===== src/inversion_pair_counter_defines.svh =====
// ----------------------------------------------------------------------------
// Inversion pair counter assertion macros
// Shared concurrent assertion helpers, clocked on aclk and held off in reset.
// ----------------------------------------------------------------------------
`ifndef INVERSION_PAIR_COUNTER_DEFINES_SVH
`define INVERSION_PAIR_COUNTER_DEFINES_SVH

// Property that must hold at every clock edge outside reset.
`define IPC_ASSERT(label, prop, msg) \
    label: assert property (@(posedge aclk) disable iff (!aresetn) (prop)) else $error(msg);

// Antecedent in one cycle implies the consequent in the next cycle.
`define IPC_ASSERT_NEXT(label, ante, cons, msg) \
    label: assert property (@(posedge aclk) disable iff (!aresetn) (ante) |=> (cons)) \
        else $error(msg);

`endif


===== src/ipc_pkg.sv =====
// ----------------------------------------------------------------------------
// Inversion pair counter package
// Shared constants and the control flags that travel along the cell row.
// ----------------------------------------------------------------------------
`default_nettype none

package ipc_pkg;

    localparam int MAX_ITEMS_DEFAULT = 256;

    localparam int KEY_W   = 32;
    localparam int TOTAL_W = 15;
    localparam int SUM_W   = TOTAL_W + 1;

    localparam logic [TOTAL_W-1:0] TOTAL_MAX = {TOTAL_W{1'b1}};
    localparam logic [KEY_W-1:0]   SIGN_FLIP = {1'b1, {(KEY_W-1){1'b0}}};

    // Control flags of one request as it moves down the row.
    typedef struct packed {
        logic valid;  // slot holds a request
        logic last;   // final value of the sequence
        logic skip;   // arrived beyond capacity: neither compared nor stored
    } ipc_flags_t;

endpackage

`default_nettype wire


===== src/ipc_accum.sv =====
// ----------------------------------------------------------------------------
// Inversion pair counter accumulator
// Adds each finished request's count to the saturating running total and
// presents the total in the output register on the last value.
// ----------------------------------------------------------------------------
`default_nettype none

`include "inversion_pair_counter_defines.svh"

module ipc_accum #(
    parameter int CW = 8
) (
    input  wire logic                        aclk,
    input  wire logic                        aresetn,
    input  wire ipc_pkg::ipc_flags_t         tail_flags,
    input  wire logic [CW-1:0]               tail_cnt,
    output      logic                        adv,
    output      logic                        m_valid,
    input  wire logic                        m_ready,
    output      logic [ipc_pkg::TOTAL_W-1:0] m_pair_count,
    output      logic                        m_overflow
);

    logic [ipc_pkg::TOTAL_W-1:0] total_reg;
    logic                        ovf_reg;
    logic                        m_valid_reg;
    logic [ipc_pkg::TOTAL_W-1:0] pair_count_reg;
    logic                        overflow_reg;
    logic [ipc_pkg::SUM_W-1:0]   sum_wide;
    logic [ipc_pkg::TOTAL_W-1:0] total_next;
    logic                        ovf_next;
    logic                        step;
    logic                        load;

    // The whole row moves only when the output register can take a result.
    assign adv  = !m_valid_reg || m_ready;
    assign step = adv && tail_flags.valid;
    assign load = step && tail_flags.last;

    assign sum_wide   = {1'b0, total_reg} + ipc_pkg::SUM_W'(tail_cnt);
    assign total_next = sum_wide[ipc_pkg::TOTAL_W] ? ipc_pkg::TOTAL_MAX
                                                   : sum_wide[ipc_pkg::TOTAL_W-1:0];
    assign ovf_next   = ovf_reg || tail_flags.skip;

    always_ff @(posedge aclk) begin
        if (!aresetn) begin
            total_reg   <= '0;
            ovf_reg     <= 1'b0;
            m_valid_reg <= 1'b0;
        end else begin
            if (load) begin
                total_reg   <= '0;
                ovf_reg     <= 1'b0;
                m_valid_reg <= 1'b1;
            end else begin
                if (step) begin
                    total_reg <= total_next;
                    ovf_reg   <= ovf_next;
                end
                if (m_ready) begin
                    m_valid_reg <= 1'b0;
                end
            end
        end
    end

    always_ff @(posedge aclk) begin
        if (load) begin
            pair_count_reg <= total_next;
            overflow_reg   <= ovf_next;
        end
    end

    assign m_valid      = m_valid_reg;
    assign m_pair_count = pair_count_reg;
    assign m_overflow   = overflow_reg;

    `IPC_ASSERT_NEXT(a_total_cleared, load, (total_reg == '0) && !ovf_reg, "total not cleared after last value")
    `IPC_ASSERT(a_result_source, $rose(m_valid_reg) |-> $past(load), "result raised without a last value")
    `IPC_ASSERT_NEXT(a_stall_holds, m_valid_reg && !m_ready, m_valid_reg && $stable(pair_count_reg), "result lost under stall")

endmodule

`default_nettype wire


===== config.mk =====
export PLATFORM = sky130hd
export DESIGN_NAME = ipc_accum
export DESIGN_NICKNAME = d
export VERILOG_FILES = /design/src/ipc_pkg.sv /design/src/ipc_accum.sv
export VERILOG_INCLUDE_DIRS = /design/src /design/src/src
export SDC_FILE = /design/constraint.sdc
export NUM_CORES = 1
export LEC_CHECK = 0
export BUFFER_PORTS_ARGS = -buffer_cell sky130_fd_sc_hd__buf_2
export CAP_MARGIN = 20
export CORE_MARGIN = 2
export CORE_UTILIZATION = 35
export CTS_CLUSTER_DIAMETER = 80
export DETAILED_ROUTE_END_ITERATION = 8
export PLACE_DENSITY = 0.51
export SYNTH_ARGS = -nofsm -noshare
export SYNTH_HDL_FRONTEND = slang
export SYNTH_SLANG_ARGS = --single-unit

===== constraint.sdc =====
create_clock -name aclk -period 2.66 [get_ports aclk]
set_input_delay 0.266 -clock aclk [delete_from_list [all_inputs] [get_ports aclk]]
set_output_delay 0.266 -clock aclk [all_outputs]
set_load 0.01 [all_outputs]

==> impl_metrics.tcl, run 1 <==
set metrics [dict create \
    vias 1432 \
    die_area_um2 5710 \
    antenna_found_initial 0 \
    netlist_area_um2 1790 \
    cpMostUsedCell "a21oi_2" \
    end_kind "flop" \
    rr_startpoint "total_reg[0]" \
    period_share_pct 88.4 \
    yosys.area_share.simple_pct 14.9 \
    synth-xor-area-share_pct 3.42 \
    core-area_um2 5010 \
    fmax_mhz 425 \
    grt_usage_pct 15.3 \
    mappedNetlistNets 195 \
    critPathMaxFanout 8 \
    rsz0062_at_grt "false" \
    drt_iter0_drc 76 \
    yosysSeqAreaShare_pct 45.8 \
    io_pins 32 \
    viasPerCell 5.15 \
    ant_nets 0 \
    postCtsHoldBufs 0 \
    synthArstFlopShare_pct 0 \
    firstDrtPassIters 4 \
    hold_path_depth 3 \
    cts.sinks 33 \
    htreeDepth 2 \
    dp.cells 270 \
    tns_ns 0 \
    gp_congestion 0.764 \
    maxCapViolCount 0 \
    period_needed_ns 2.35 \
    slew_violations 0 \
    antenna_cells 0 \
    nNetsFinal 230 \
    cts_max_path_buffers 2 \
    holdCritPathClass "input pin to flop" \
    relSlewSlack_pct 70.1 \
    critPathArrivalTime_ns 2.39 \
    max_stage_delay_ns 0.43 \
    rrSetupSlack_ns 0.31 \
    synth_top_area_share_pct 26.8 \
    area_delta_synth_final_pct 17.7 \
    cts_root_buf "clkbuf_8" \
    synth_fa_ha_area_share_pct 6.70 \
    synth_compound_area_share_pct 26.0 \
    grt_max_degree 18 \
    path_clk_slew_ns 0.07 \
    synth_top_flop_cell "dfxtp_1" \
    numCtsBuffers 5 \
    finClkSkew_ns 0.00696 \
    rows 26 \
    synth_top_family_by_area "compound AO/OA/AOI/OAI gates" \
    grt_pass1_vias 1407 \
    synth_top_area_cell "edfxtp_1" \
    clkLatencyLatePin_ns 0.28 \
    syn_inst 172 \
    cp_slowest_cell "fa_1" \
    hold_viol 0 \
    ys_ff_latch 33 \
    grt_pass1_wl_um 6520 \
    wl_per_cell_um 14.4 \
    start_kind "flop" \
    die_x_um 75.6 \
    stdcell_count 278 \
    irDropWorstVdd_mv 0.182 \
    netlist_top_cells_area "edfxtp_1 27%, dfxtp_1 19%, ha_1 5.6%, xnor2_1 3.4%, a21oi_1 3.4%" \
    tightestPinTransition_ns 0.445 \
    status "completed" \
    die_h_um 75.6 \
    cellLeakagePower_nw 0.893 \
    drive_above_1_share_pct 28.4 \
    required_ns 2.70 \
    synth-edff-count 16 \
    postRouteWirelength_um 4010 \
    yosys.cell_types.count 44 \
    cts_resized 0 \
    path_class "flop to flop" \
    finalSetupViolCount 0 \
    overflow 0 \
    cp_top_family "compound AO/OA/AOI/OAI gates" \
    powerDensity_nw_per_um2 563 \
    reg2regPathDepth 7 \
    post-cts-setup-buffer-count 0 \
    cts_tree "built" \
    drcViolationCount 0 \
    crit_chain "ha_1 > fa_1 > a211o_1 > a21oi_2 > a21oi_2 > a21o_2 > a21o_1" \
    r2r_end "m_pair_count[14]" \
    start_util_pct 35.8 \
    worst-path-buf-inv 0 \
    syn_area_per_cell_um2 10.4 \
    min-delay-start "tail_flags[0]" \
    io_buffers 31 \
    ys_warn_count 0 \
    synth_mux_area_share_pct 0 \
    min_to "ovf_reg" \
    hpwl_um 2970 \
]
[worst max path at each step]
stage | start | end | slack, ns | cells after the start
2_1_floorplan | total_reg[0] | m_pair_count[14] | 0.49 | 7
3_3_place_gp | tail_cnt[0] | m_pair_count[14] | 0.30 | 8
3_5_place_dp | tail_cnt[0] | m_pair_count[14] | 0.24 | 8
4_1_cts | total_reg[0] | m_pair_count[14] | 0.31 | 7
5_1_grt | total_reg[0] | m_pair_count[14] | 0.19 | 7
6_report | total_reg[0] | m_pair_count[14] | 0.31 | 7
[power by group]
| group | switching, mW | total (mW) | leakage, nW | internal, mW |
|---|---|---|---|---|
| logic | 0.138 | 0.242 | 0.559 | 0.104 |
| clock network | 0.185 | 0.367 | 0.0450 | 0.181 |
| registers | 0.0121 | 0.580 | 0.288 | 0.568 |
| total | 0.335 | 1.19 | 0.893 | 0.853 |
[Yosys cell counts, types with 4 or more instances]
library cell	number
nor2_1	7
a21o_1	5
nand2_1	12
a31oi_1	8
a211oi_1	5
a21oi_2	4
inv_1	5
ha_1	8
o21ai_0	11
edfxtp_1	16
nor3_1	6
a21oi_1	12
xnor2_1	7
dfxtp_1	17
a311oi_1	5
[per-layer routing]
metal / up-vias / GRT usage (%) / wire [um]
li1: 720 / - / -
met2: 34 / 23.9 / 1790
met4: 0 / 5.65 / 66
met3: 9 / 4.50 / 212
met1: 669 / 20.2 / 1940
met5: - / 0 / 0
[tightest hold or removal path, cell delays in order]
cell,delay (ns)
buf_2,0.09
a21oi_1,0.05
nor2_1,0.07
[cells in the final DEF, fill, tap and decap left out, types with 5 or more instances in the layout]
cell      netlist  layout
nor3_1          6       6
o21ai_0        11      11
a311oi_1        5       5
edfxtp_1       16      16
nor2_1          7       7
inv_1           5       5
a31oi_1         8       8
buf_2           3      31
dfxtp_1        17      17
xnor2_1         7       7
ha_1            8       8
nand2_1        12      12
a211oi_1        5       5
clkbuf_8        0       5
a21oi_1        12      12
a21o_1          5       5
[metrics by stage]
stage / total power, mW / hold slack [ns] / utilization (%) / cell area [um2] / worst slack, ns
floorplan: 0.764 / 0.403 / - / 1790 / 0.492
detailed placement: 0.832 / 0.451 / 40.5 / 2030 / 0.241
global route: 1.25 / 0.252 / 42.1 / 2110 / 0.191
CTS: 1.20 / 0.221 / 42.1 / 2110 / 0.311
global placement: 0.827 / 0.448 / 40.5 / 2030 / 0.300
finish: 1.19 / 0.223 / 42.1 / 2110 / 0.307
[layout make-up]
cell class                      instances  area, um2
Fill cell                             530       2900
Multi-Input combinational cell        127        915
Sequential cell                        33        821
Timing Repair Buffer                   35        185
Tap cell                               70       87.6
Clock buffer                            6       72.6
Inverter                                5       18.8
Clock inverter                          2       10.0
[cells by family (layout without fill, tap and decap cells)]
| family | Yosys count | count (layout) |
|---|---|---|
| compound gates | 64 | 64 |
| simple gates | 47 | 47 |
| buf+inv | 12 | 48 |
| flops | 33 | 33 |
| fa+ha+maj | 9 | 9 |
| xor+xnor | 7 | 7 |
(Power assumes the default switching activity.)
==> run 2: changes to the inputs <==
--- a/config.mk
+++ b/config.mk
@@ -12,7 +12,7 @@
 export CORE_UTILIZATION = 35
 export CTS_CLUSTER_DIAMETER = 80
 export DETAILED_ROUTE_END_ITERATION = 8
-export PLACE_DENSITY = 0.51
+export PLACE_DENSITY = 0.56
 export SYNTH_ARGS = -nofsm -noshare
 export SYNTH_HDL_FRONTEND = slang
 export SYNTH_SLANG_ARGS = --single-unit
==> run 2 against run 1 <==
  * Sequential power about the same
  * Worst hold slack better by 0.016 ns
  * Clock power down 4%
  * Combinational power about the same
  * First-iteration DRC count down 6.6%
  * Sequential share of layout area unchanged
  * Power down 1.3%
  * Register-to-register slack better by 0.03 ns
  * Core utilization unchanged
  * Global-route usage down 1.3 points
  * Critical path type unchanged
==> impl_metrics.tcl, run 2 (synthesis gave the netlist of run 1 again) <==
set metrics [dict create \
    start_kind "flop" \
    rows 26 \
    slew_violations 0 \
    wl_per_cell_um 13.0 \
    finClkSkew_ns 0.00898 \
    grt_max_degree 15 \
    die_area_um2 5710 \
    nNetsFinal 230 \
    area_delta_synth_final_pct 17.7 \
    io_pins 32 \
    path_class "flop to flop" \
    multi_input_area_um2 915 \
    clkLatencyLatePin_ns 0.28 \
    rsz0062_at_grt "false" \
    cts_max_path_buffers 2 \
    core-area_um2 5010 \
    vias 1378 \
    final_common_cell "buf_2" \
    viasPerCell 4.96 \
    die_h_um 75.6 \
    antenna_found_initial 0 \
    postCtsHoldBufs 0 \
    period_needed_ns 2.33 \
    cts_resized 0 \
    numCtsBuffers 5 \
    required_ns 2.69 \
    dp.cells 270 \
    finalSetupViolCount 0 \
    hold_viol 0 \
    die_x_um 75.6 \
    path_clk_slew_ns 0.07 \
    overflow 0 \
    grt_pass1_wl_um 5950 \
    drcViolationCount 0 \
    grt_pass1_vias 1254 \
    cts_root_buf "clkbuf_8" \
    powerDensity_nw_per_um2 556 \
    tightestPinTransition_ns 0.446 \
    irDropWorstVdd_mv 0.159 \
    maxCapViolCount 0 \
    holdCritPathClass "input pin to flop" \
    io_buffers 31 \
    regArea_um2 821 \
    hpwl_um 2770 \
    ant_nets 0 \
    fillers 526 \
    cellLeakagePower_nw 0.893 \
    fmax_mhz 430 \
    drt_iter0_drc 71 \
    post-cts-setup-buffer-count 0 \
    final_cell_mix "31 x buf_2, 17 x dfxtp_1, 16 x edfxtp_1" \
    cts.sinks 33 \
    firstDrtPassIters 4 \
    gp_congestion 0.796 \
    htreeDepth 2 \
    tns_ns 0 \
    cts_tree "built" \
    postRouteWirelength_um 3630 \
    end_kind "flop" \
    relSlewSlack_pct 70.1 \
    status "completed" \
    grt_usage_pct 14.0 \
    stdcell_count 278 \
    critPathMaxFanout 8 \
    start_util_pct 35.8 \
    critPathArrivalTime_ns 2.36 \
    period_share_pct 87.5 \
    drive_above_1_share_pct 28.4 \
    antenna_cells 0 \
]
## run 2: path summary, 6_finish.rpt
check | start | end | slack, ns | cells after the start
setup / recovery | total_reg[0] | m_pair_count[14] | 0.33 | 7
hold / removal | tail_flags[0] | ovf_reg | 0.24 | 3
setup reg to reg | total_reg[0] | m_pair_count[14] | 0.33 | 7
hold reg to reg | ovf_reg | ovf_reg | 0.47 | 2
## run 2: critical path, cell delays in order, from the launching register on
cell     delay, ns
dfxtp_1       0.31
ha_1          0.22
fa_1          0.43
a211o_1       0.34
a21oi_2       0.23
a21oi_2       0.16
a21o_2        0.24
a21o_1        0.15
## run 2: through the flow
step                util (%)  hold slack (ns)  total power [mW]  setup slack (ns)  instance area, um2
floorplan                  -            0.403             0.764             0.492                1790
CTS                     42.1            0.225              1.19             0.331                2110
detailed placement      40.5            0.449             0.830             0.248                2030
global placement        40.5            0.441             0.829             0.283                2030
finish                  42.1            0.238              1.17             0.334                2110
global route            42.1            0.270              1.24             0.242                2110
## run 2: layout make-up
class                      count  area share, %
clock buffer                   6           3.44
clock inverter                 2          0.474
inverter                       5          0.890
multi-input combinational    127           43.4
sequential                    33           38.9
tap                           70           4.15
timing repair buffer          35           8.78
## run 2: metal layers
metal	up-vias	wire, um	GRT usage, %
met4	0	29	4.09
met1	632	1830	19.5
li1	717	-	-
met5	-	0	0
met2	27	1610	21.4
met3	2	155	3.84
## run 2: report_power, final
group          switching, mW  internal [mW]
Clock                  0.173          0.181
Combinational          0.135          0.104
Sequential            0.0120          0.568
Total                  0.320          0.853
