### config.mk
export PLATFORM = sky130hd
export DESIGN_NAME = ipc_cell
export DESIGN_NICKNAME = d
export VERILOG_FILES = /design/src/inversion_pair_counter_defines.svh /design/src/ipc_pkg.sv /design/src/ipc_cell.sv
export SDC_FILE = /design/constraint.sdc
export NUM_CORES = 1
export LEC_CHECK = 0
export ABC_AREA = 1
export BUFFER_PORTS_ARGS = -buffer_cell sky130_fd_sc_hd__buf_2
export CAP_MARGIN = 25
export CORE_ASPECT_RATIO = 0.8
export CORE_MARGIN = 3
export CORE_UTILIZATION = 55
export DETAILED_ROUTE_END_ITERATION = 8
export PLACE_DENSITY = 0.87
export SLEW_MARGIN = 20
export SYNTH_ARGS = -nofsm -noshare
export SYNTH_HDL_FRONTEND = slang
export SYNTH_SLANG_ARGS = --single-unit
### constraint.sdc
create_clock -name aclk -period 12.2 [get_ports aclk]
set_input_delay 0.61 -clock aclk [delete_from_list [all_inputs] [get_ports aclk]]
set_output_delay 0.61 -clock aclk [all_outputs]
set_load 0.02 [all_outputs]
### src/inversion_pair_counter_defines.svh
// ----------------------------------------------------------------------------
// Inversion pair counter assertion macros
// Shared concurrent assertion helpers, clocked on aclk and held off in reset.
// ----------------------------------------------------------------------------
`ifndef INVERSION_PAIR_COUNTER_DEFINES_SVH
`define INVERSION_PAIR_COUNTER_DEFINES_SVH

// Property that must hold at every clock edge outside reset.
`define IPC_ASSERT(label, prop, msg) \
    label: assert property (@(posedge aclk) disable iff (!aresetn) (prop)) else $error(msg);

// Antecedent in one cycle implies the consequent in the next cycle.
`define IPC_ASSERT_NEXT(label, ante, cons, msg) \
    label: assert property (@(posedge aclk) disable iff (!aresetn) (ante) |=> (cons)) \
        else $error(msg);

`endif

### src/ipc_pkg.sv
// ----------------------------------------------------------------------------
// Inversion pair counter package
// Shared constants and the control flags that travel along the cell row.
// ----------------------------------------------------------------------------
`default_nettype none

package ipc_pkg;

    localparam int MAX_ITEMS_DEFAULT = 256;

    localparam int KEY_W   = 32;
    localparam int TOTAL_W = 15;
    localparam int SUM_W   = TOTAL_W + 1;

    localparam logic [TOTAL_W-1:0] TOTAL_MAX = {TOTAL_W{1'b1}};
    localparam logic [KEY_W-1:0]   SIGN_FLIP = {1'b1, {(KEY_W-1){1'b0}}};

    // Control flags of one request as it moves down the row.
    typedef struct packed {
        logic valid;  // slot holds a request
        logic last;   // final value of the sequence
        logic skip;   // arrived beyond capacity: neither compared nor stored
    } ipc_flags_t;

endpackage

`default_nettype wire

### src/ipc_cell.sv
// ----------------------------------------------------------------------------
// Inversion pair counter cell
// Holds one stored value, compares each passing request against it and
// hands the request on to the next cell through its registers.
// ----------------------------------------------------------------------------
`default_nettype none

module ipc_cell #(
    parameter int CELL_IDX = 0,
    parameter int IW       = 8,
    parameter int CW       = 8
) (
    input  wire logic                     aclk,
    input  wire logic                     aresetn,
    input  wire logic                     adv,
    input  wire ipc_pkg::ipc_flags_t      in_flags,
    input  wire logic [ipc_pkg::KEY_W-1:0] in_key,
    input  wire logic [IW-1:0]            in_idx,
    input  wire logic [CW-1:0]            in_cnt,
    output      ipc_pkg::ipc_flags_t      out_flags,
    output      logic [ipc_pkg::KEY_W-1:0] out_key,
    output      logic [IW-1:0]            out_idx,
    output      logic [CW-1:0]            out_cnt
);

    localparam logic [IW-1:0] MY_IDX = IW'(CELL_IDX);

    ipc_pkg::ipc_flags_t             flags_reg;
    logic [ipc_pkg::KEY_W-1:0]       key_reg;
    logic [IW-1:0]                   idx_reg;
    logic [CW-1:0]                   cnt_reg;
    logic [CW-1:0]                   cnt_next;
    logic [ipc_pkg::KEY_W-1:0]       stored_reg;
    logic                            live;
    logic                            hit_cmp;
    logic                            hit_store;

    // The slot at a position below the request's index was written earlier in
    // the same sequence; the slot at its index is the one it fills.
    assign live      = in_flags.valid && !in_flags.skip;
    assign hit_cmp   = live && (MY_IDX < in_idx) && (stored_reg > in_key);
    assign hit_store = live && (in_idx == MY_IDX);
    assign cnt_next  = in_cnt + CW'(hit_cmp);

    always_ff @(posedge aclk) begin
        if (!aresetn) begin
            flags_reg <= '0;
        end else if (adv) begin
            flags_reg <= in_flags;
        end
    end

    always_ff @(posedge aclk) begin
        if (adv) begin
            key_reg <= in_key;
            idx_reg <= in_idx;
            cnt_reg <= cnt_next;
            if (hit_store) begin
                stored_reg <= in_key;
            end
        end
    end

    assign out_flags = flags_reg;
    assign out_key   = key_reg;
    assign out_idx   = idx_reg;
    assign out_cnt   = cnt_reg;

endmodule

`default_nettype wire

==> impl_metrics.env, run 1 <==
export IMPL_hold_viol=0
export IMPL_rows=25
export IMPL_grt_pass1_wl_um=10800
export IMPL_drc=0
export IMPL_grt_ovfl_total=0
export IMPL_yosys_area_top_type="edfxtp_1"
export IMPL_cp_end_kind="flop"
export IMPL_antenna_found_initial=0
export IMPL_gp_congestion=0.760
export IMPL_cts_hold_buf=0
export IMPL_postCtsResizedCells=0
export IMPL_arrival_ns=2.73
export IMPL_synth_ff_type="edfxtp_1"
export IMPL_max_slew_margin_pct=38.5
export IMPL_report_final_slew_viol_count=0
export IMPL_placeableCoreArea_um2=6100
export IMPL_die_h_um=78.1
export IMPL_setup_violations=0
export IMPL_synth_top_area_share_pct=67.2
export IMPL_synthCells=263
export IMPL_drtIter0Drc=89
export IMPL_power_switching_uw=137
export IMPL_p_leak_uw=0.00201
export IMPL_wl_um=6660
export IMPL_track_usage_pct=19.3
export IMPL_cts_buffer_depth=2
export IMPL_clock_sinks=83
export IMPL_min_period_over_period_pct=22.4
export IMPL_path_max_fanout=53
export IMPL_antenna_cells=0
export IMPL_period_needed_ns=2.73
export IMPL_fin_util_pct=72.6
export IMPL_root_buffer="clkbuf_8"
export IMPL_grt_pass1_vias=2314
export IMPL_drive_above_1_share_pct=35.1
export IMPL_crit_path_frequent_cell="buf_4"
export IMPL_num_vias=2261
export IMPL_cts_clk_slew_worst_paths_ns=0.08
export IMPL_numCtsBuffers=9
export IMPL_comb_power_share_pct=10.7
export IMPL_ys_seq_area_share_pct=68.9
export IMPL_grt_max_degree=54
export IMPL_cts_tree="yes"
export IMPL_drtPass1Iterations=4
export IMPL_syn_mean_instance_area_um2=13.6
export IMPL_synth_commonest_cells="edfxtp_1, inv_1, nand2_1"
export IMPL_skew_ns=0.0117
export IMPL_stdcell_count=466
export IMPL_start_kind="primary input"
export IMPL_holdPathStages=1
export IMPL_post_cts_setup_buffers=0
export IMPL_vdd_ir_drop_max_mv=0.0860
export IMPL_ant_nets=0
export IMPL_worstPathRequired_ns=12.20
export IMPL_synth_nets=351
export IMPL_crit_type="in -> reg"
export IMPL_status="complete, no violations"
export IMPL_synth_edf_count=80
export IMPL_swShare_pct=22.8
export IMPL_insertion_delay_ns=0.34
export IMPL_synthMostInstantiatedCell="edfxtp_1"
export IMPL_io_buffer_count=104
export IMPL_synth_area_um2=3570
export IMPL_ys_ff_latch=83
export IMPL_clockPowerShare_pct=34.6
export IMPL_dp_hpwl_um=5050
export IMPL_io_pins=105
export IMPL_dieWidth_um=96.1
export IMPL_synthTopCellsByArea="edfxtp_1, ha_1, inv_1"
export IMPL_yosys_warnings=0
export IMPL_worst_pin_slew_ns=0.914
export IMPL_hold_class="in -> reg"
export IMPL_seqPwrFrac_pct=54.8
export IMPL_final_setup_tns_ns=0
export IMPL_fp_dieArea_um2=7510
export IMPL_htree_levels=3
export IMPL_via_per_inst=4.85
export IMPL_post_place_ws_ns=9.07
export IMPL_crit_chain="buf_2, buf_4, inv_1, nor4_2, buf_4"
export IMPL_internal_power_uw=465
export IMPL_cp_slowest_cell="nor4_2"
export IMPL_fmax_mhz=367
export IMPL_syn2layout_area_growth_pct=23.9
export IMPL_rsz0062_at_grt="false"
export IMPL_wire_per_inst_um=14.3
export IMPL_setup_slack_ns=9.47
export IMPL_power_density_nw_per_um2=136
export IMPL_initial_core_util_pct=58.6
export IMPL_nets=468
export IMPL_r2r_cells=14
export IMPL_dp_cells=450
export IMPL_yosysUniqueCellTypes=27
export IMPL_max_cap_violations=0
export IMPL_async_flop_share_pct=0
export IMPL_cp_slowest_stage_delay_ns=0.85
## logic make-up (layout without fill, tap and decap cells)
kind of cell             after synthesis  count (layout)  share of synthesized area (%)
adder cells (fa/ha/maj)               34              34                           11.9
AO/OA/AOI/OAI                         24              24                           3.71
flip-flops                            83              83                           68.9
buffers and inverters                 45             167                           4.72
XOR/XNOR                               6               6                           1.47
AND/OR/NAND/NOR                       71              71                           9.31
## cell usage in the layout (no fill, tap or decap)
master      synthesis  final
buf_2               0    104
edfxtp_1           80     80
inv_1              43     43
nand2_1            38     38
ha_1               34     34
a21oi_1            15     15
nor2_1             15     15
clkbuf_8            0      9
xor2_1              5      5
nor2_2              4      4
o21ai_0             4      4
nand2_2             3      3
clkbuf_1            0      3
dfxtp_1             3      3
nand3_1             2      2
nor2_4              2      2
nand4_1             2      2
bufinv_16           0      2
buf_4               0      2
inv_2               1      1
a21o_1              1      1
clkinv_1            1      1
nand4_2             1      1
o21a_2              1      1
o21ai_1             1      1
o21a_1              1      1
or2_1               1      1
a21oi_2             1      1
nand3_2             1      1
xnor2_1             1      1
nor3_2              1      1
nor4_2              0      1
clkinv_4            0      1
clkinvlp_4          0      1
## per-stage QoR
stage,total power [uW],hold WS (ns),cell area (um^2)
after CTS,608,0.444,4430
after global routing,630,0.432,4430
after global placement,398,0.479,4220
after floorplan,369,0.590,3570
final,602,0.459,4430
after detailed placement,401,0.525,4220
## area by class of cell
type,count,area [um^2]
Multi-Input combinational cell,135,950
Clock buffer,12,135
Timing Repair Buffer,106,536
Clock inverter,4,76.3
Tap cell,81,101
Fill cell,433,1670
Inverter,45,169
Sequential cell,83,2460
## power groups by stage
stage	registers, uW	logic (uW)	clock network, uW
CTS	330	65.2	213
finish	330	64.2	208
detailed placement	336	64.8	0
floorplan	354	15.2	0
global placement	336	62.5	0
global route	331	70.8	228
## critical path, delay by kind of cell
family,cells,cell delay (ns)
buffers and inverters,4,1.23
and+or+nand+nor,1,0.85
## worst paths after layout
check | slack [ns] | start | end
setup / recovery | 9.47 | adv | stored_reg[15]
hold / removal | 0.46 | in_idx[6] | out_idx[6]
setup reg to reg | 9.89 | stored_reg[15] | out_cnt[6]
hold reg to reg | 0.54 | out_flags[0] | out_flags[0]
## layer usage
layer  vias to the layer above  GRT usage (%)  share of wire, %
met2                        75           32.0                50
met4                         0           5.68              0.69
met1                      1047           23.6                42
met3                         2           7.09               7.3
met5                         -              0                 0
li1                       1137              -                 -
Power figures use the tool's default switching activity.
==> inputs of run 2 (changes only) <==
--- a/config.mk
+++ b/config.mk
@@ -5,14 +5,14 @@
 export SDC_FILE = /design/constraint.sdc
 export NUM_CORES = 1
 export LEC_CHECK = 0
-export ABC_AREA = 1
+export ABC_AREA = 0
 export BUFFER_PORTS_ARGS = -buffer_cell sky130_fd_sc_hd__buf_2
 export CAP_MARGIN = 25
 export CORE_ASPECT_RATIO = 0.8
 export CORE_MARGIN = 3
-export CORE_UTILIZATION = 55
+export CORE_UTILIZATION = 51
 export DETAILED_ROUTE_END_ITERATION = 8
-export PLACE_DENSITY = 0.87
+export PLACE_DENSITY = 0.82
 export SLEW_MARGIN = 20
 export SYNTH_ARGS = -nofsm -noshare
 export SYNTH_HDL_FRONTEND = slang
==> constraint.sdc (replaced) <==
create_clock -name aclk -period 2.66 [get_ports aclk]
set_input_delay 0.133 -clock aclk [delete_from_list [all_inputs] [get_ports aclk]]
set_output_delay 0.133 -clock aclk [all_outputs]
set_load 0.02 [all_outputs]
==> impl_metrics.env, run 2 <==
export IMPL_status="finished with violations"
export IMPL_violations="negative setup slack"
export IMPL_hold_viol=0
export IMPL_drtPass1Iterations=5
export IMPL_synth_edf_count=80
export IMPL_synthCells=223
export IMPL_hold_class="in -> reg"
export IMPL_arrival_ns=2.83
export IMPL_grt_pass1_wl_um=12100
export IMPL_holdPathStages=2
export IMPL_r2r_end="out_cnt[7]"
export IMPL_r2r_start="stored_reg[7]"
export IMPL_cts_buffer_depth=2
export IMPL_synth_commonest_cells="edfxtp_1, ha_1, inv_1"
export IMPL_final_setup_tns_ns=-0.221
export IMPL_wire_per_inst_um=16.7
export IMPL_insertion_delay_ns=0.35
export IMPL_r2r_cells=11
export IMPL_nets=476
export IMPL_synthTopCellsByArea="edfxtp_1, ha_1, inv_1"
export IMPL_met2WireLength_um=4020
export IMPL_worstPathRequired_ns=2.77
export IMPL_worstHoldEndpoint="out_flags[0]"
export IMPL_regArea_um2=2460
export IMPL_muxShareOfSynthArea_pct=0.866
export IMPL_drive_above_1_share_pct=37.4
export IMPL_async_flop_share_pct=0
export IMPL_synthAdderAreaFrac_pct=12.3
export IMPL_wl_um=7940
export IMPL_n_fill_cell=419
export IMPL_dieWidth_um=98.2
export IMPL_start_kind="flop"
export IMPL_top_layer_used="met4"
export IMPL_dp_hpwl_um=5180
export IMPL_num_vias=2390
export IMPL_cp_end_kind="flop"
export IMPL_rsz0062_at_grt="true"
export IMPL_initial_core_util_pct=53.6
export IMPL_grt_pass1_vias=2466
export IMPL_synthMostInstantiatedCell="edfxtp_1"
export IMPL_syn_mean_instance_area_um2=15.5
export IMPL_synth_area_um2=3470
export IMPL_track_usage_pct=20.3
export IMPL_postPlaceCellArea_um2=4130
export IMPL_stdcell_count=477
export IMPL_yosys_warnings=0
export IMPL_syn2layout_area_growth_pct=41.5
export IMPL_yosys_area_share_simple_pct=6.39
export IMPL_via_per_inst=5.01
export IMPL_p_leak_uw=0.00210
export IMPL_setup_violations=4
export IMPL_worst_pin_slew_ns=0.540
export IMPL_crit_type="reg -> reg"
export IMPL_cts_clk_slew_worst_paths_ns=0.08
export IMPL_vdd_ir_drop_max_mv=0.402
export IMPL_final_common_cell="buf_2"
export IMPL_gp_congestion=0.746
export IMPL_cts_tree="yes"
export IMPL_synth_top_area_share_pct=69.3
export IMPL_multi_input_area_um2=1050
export IMPL_io_buffer_count=104
export IMPL_synth_compound_area_share_pct=4.47
export IMPL_r2r_slack_ns=-0.06
export IMPL_wl_met3_um=597
export IMPL_ys_ff_latch=83
export IMPL_htree_levels=3
export IMPL_grt_ovfl_total=0
export IMPL_synth_nets=311
export IMPL_drtIter0Drc=98
export IMPL_fin_util_pct=75.8
export IMPL_final_cell_mix="buf_2, edfxtp_1, dlygate4sd3_1"
export IMPL_antenna_found_initial=0
export IMPL_max_slew_margin_pct=64.0
export IMPL_dp_cells=415
export IMPL_drt_met1_wl_um=3240
export IMPL_fin_area_um2=4900
export IMPL_fp_dieArea_um2=7830
export IMPL_synthXorXnorAreaFrac_pct=1.52
export IMPL_clock_sinks=83
export IMPL_synth_top_family_by_area="adder cells"
export IMPL_report_final_slew_viol_count=0
export IMPL_skew_ns=0.00640
export IMPL_ys_seq_area_share_pct=71.0
export IMPL_power_density_nw_per_um2=540
export IMPL_path_max_fanout=2
export IMPL_yosysUniqueCellTypes=25
export IMPL_root_buffer="clkbuf_8"
export IMPL_placeableCoreArea_um2=6470
export IMPL_drc=0
export IMPL_numCtsBuffers=9
export IMPL_io_pins=105
export IMPL_antenna_cells=0
export IMPL_max_cap_violations=0
export IMPL_min_delay_start="aresetn"
export IMPL_setup_slack_ns=-0.0616
export IMPL_ant_nets=0
export IMPL_rows=26
export IMPL_grt_max_degree=33
export IMPL_period_needed_ns=2.72
export IMPL_fmax_mhz=367
export IMPL_die_h_um=79.7
export IMPL_yosys_area_top_type="edfxtp_1"
export IMPL_min_period_over_period_pct=102
export IMPL_synth_ff_type="edfxtp_1"
run 2: what timing repair did:
action,in CTS,in global routing
hold buffers,39,1
hold endpoints to repair,69,2
setup endpoints to repair,4,6
pin swaps,12,13
resized for setup,10,13
setup buffers,3,3
run 2: logic make-up (layout without fill, tap and decap cells):
kind of cell | Yosys count | after routing
XOR/XNOR | 6 | 6
AO/OA/AOI/OAI | 25 | 25
buffers and inverters | 32 | 202
AND/OR/NAND/NOR | 40 | 40
multiplexers | 3 | 3
flip-flops | 83 | 83
adder cells (fa/ha/maj) | 34 | 34
run 2: final cells by class:
type | count | area share (%)
clock buffers | 9 | 2.53
repair buffers | 154 | 20.4
flip-flops and latches | 83 | 50.2
well taps | 84 | 2.14
multi-input cells | 108 | 21.4
inverters | 32 | 2.45
clock inverters | 7 | 0.918
run 2: how the worst max path moves through the flow:
stage                   startpoint  cells past startpoint          to  slack, ns
global route         stored_reg[7]                     11  out_cnt[7]      -0.20
finish               stored_reg[7]                     11  out_cnt[7]      -0.06
detailed placement  stored_reg[14]                     11  out_cnt[6]      -0.18
floorplan           stored_reg[14]                     11  out_cnt[6]       0.17
global placement    stored_reg[11]                     11  out_cnt[6]       0.05
CTS                 stored_reg[15]                     11  out_cnt[6]      -0.08
run 2: critical path, cell delays in order (launching register included):
cell	delay [ns]
edfxtp_1	0.38
ha_1	0.30
nand2_1	0.13
o21ai_0	0.35
a221o_1	0.27
o311ai_2	0.13
a21oi_2	0.21
ha_4	0.17
buf_6	0.09
and4_1	0.18
nand4_1	0.11
xnor2_1	0.15
run 2: where the power goes:
group	internal (uW)	leakage, uW	switching (uW)
sequential	1500	0.000782	15.0
combinational	149	0.00123	205
clock	334	0.0000803	448
run 2: through the flow:
stage	hold slack (ns)	setup slack (ns)	power, uW
after floorplan	0.232	0.174	1680
after global placement	0.329	0.0476	1810
after detailed placement	0.329	-0.178	1830
after CTS	0.00155	-0.0813	2650
after global routing	0.0300	-0.203	2760
final	0.0224	-0.0616	2650
run 2: layer usage:
metal / vias to the layer above / track usage, %
met1: 1133 / 24.7
li1: 1158 / -
met5: - / 0
met2: 91 / 34.7
met4: 0 / 5.46
met3: 8 / 7.34
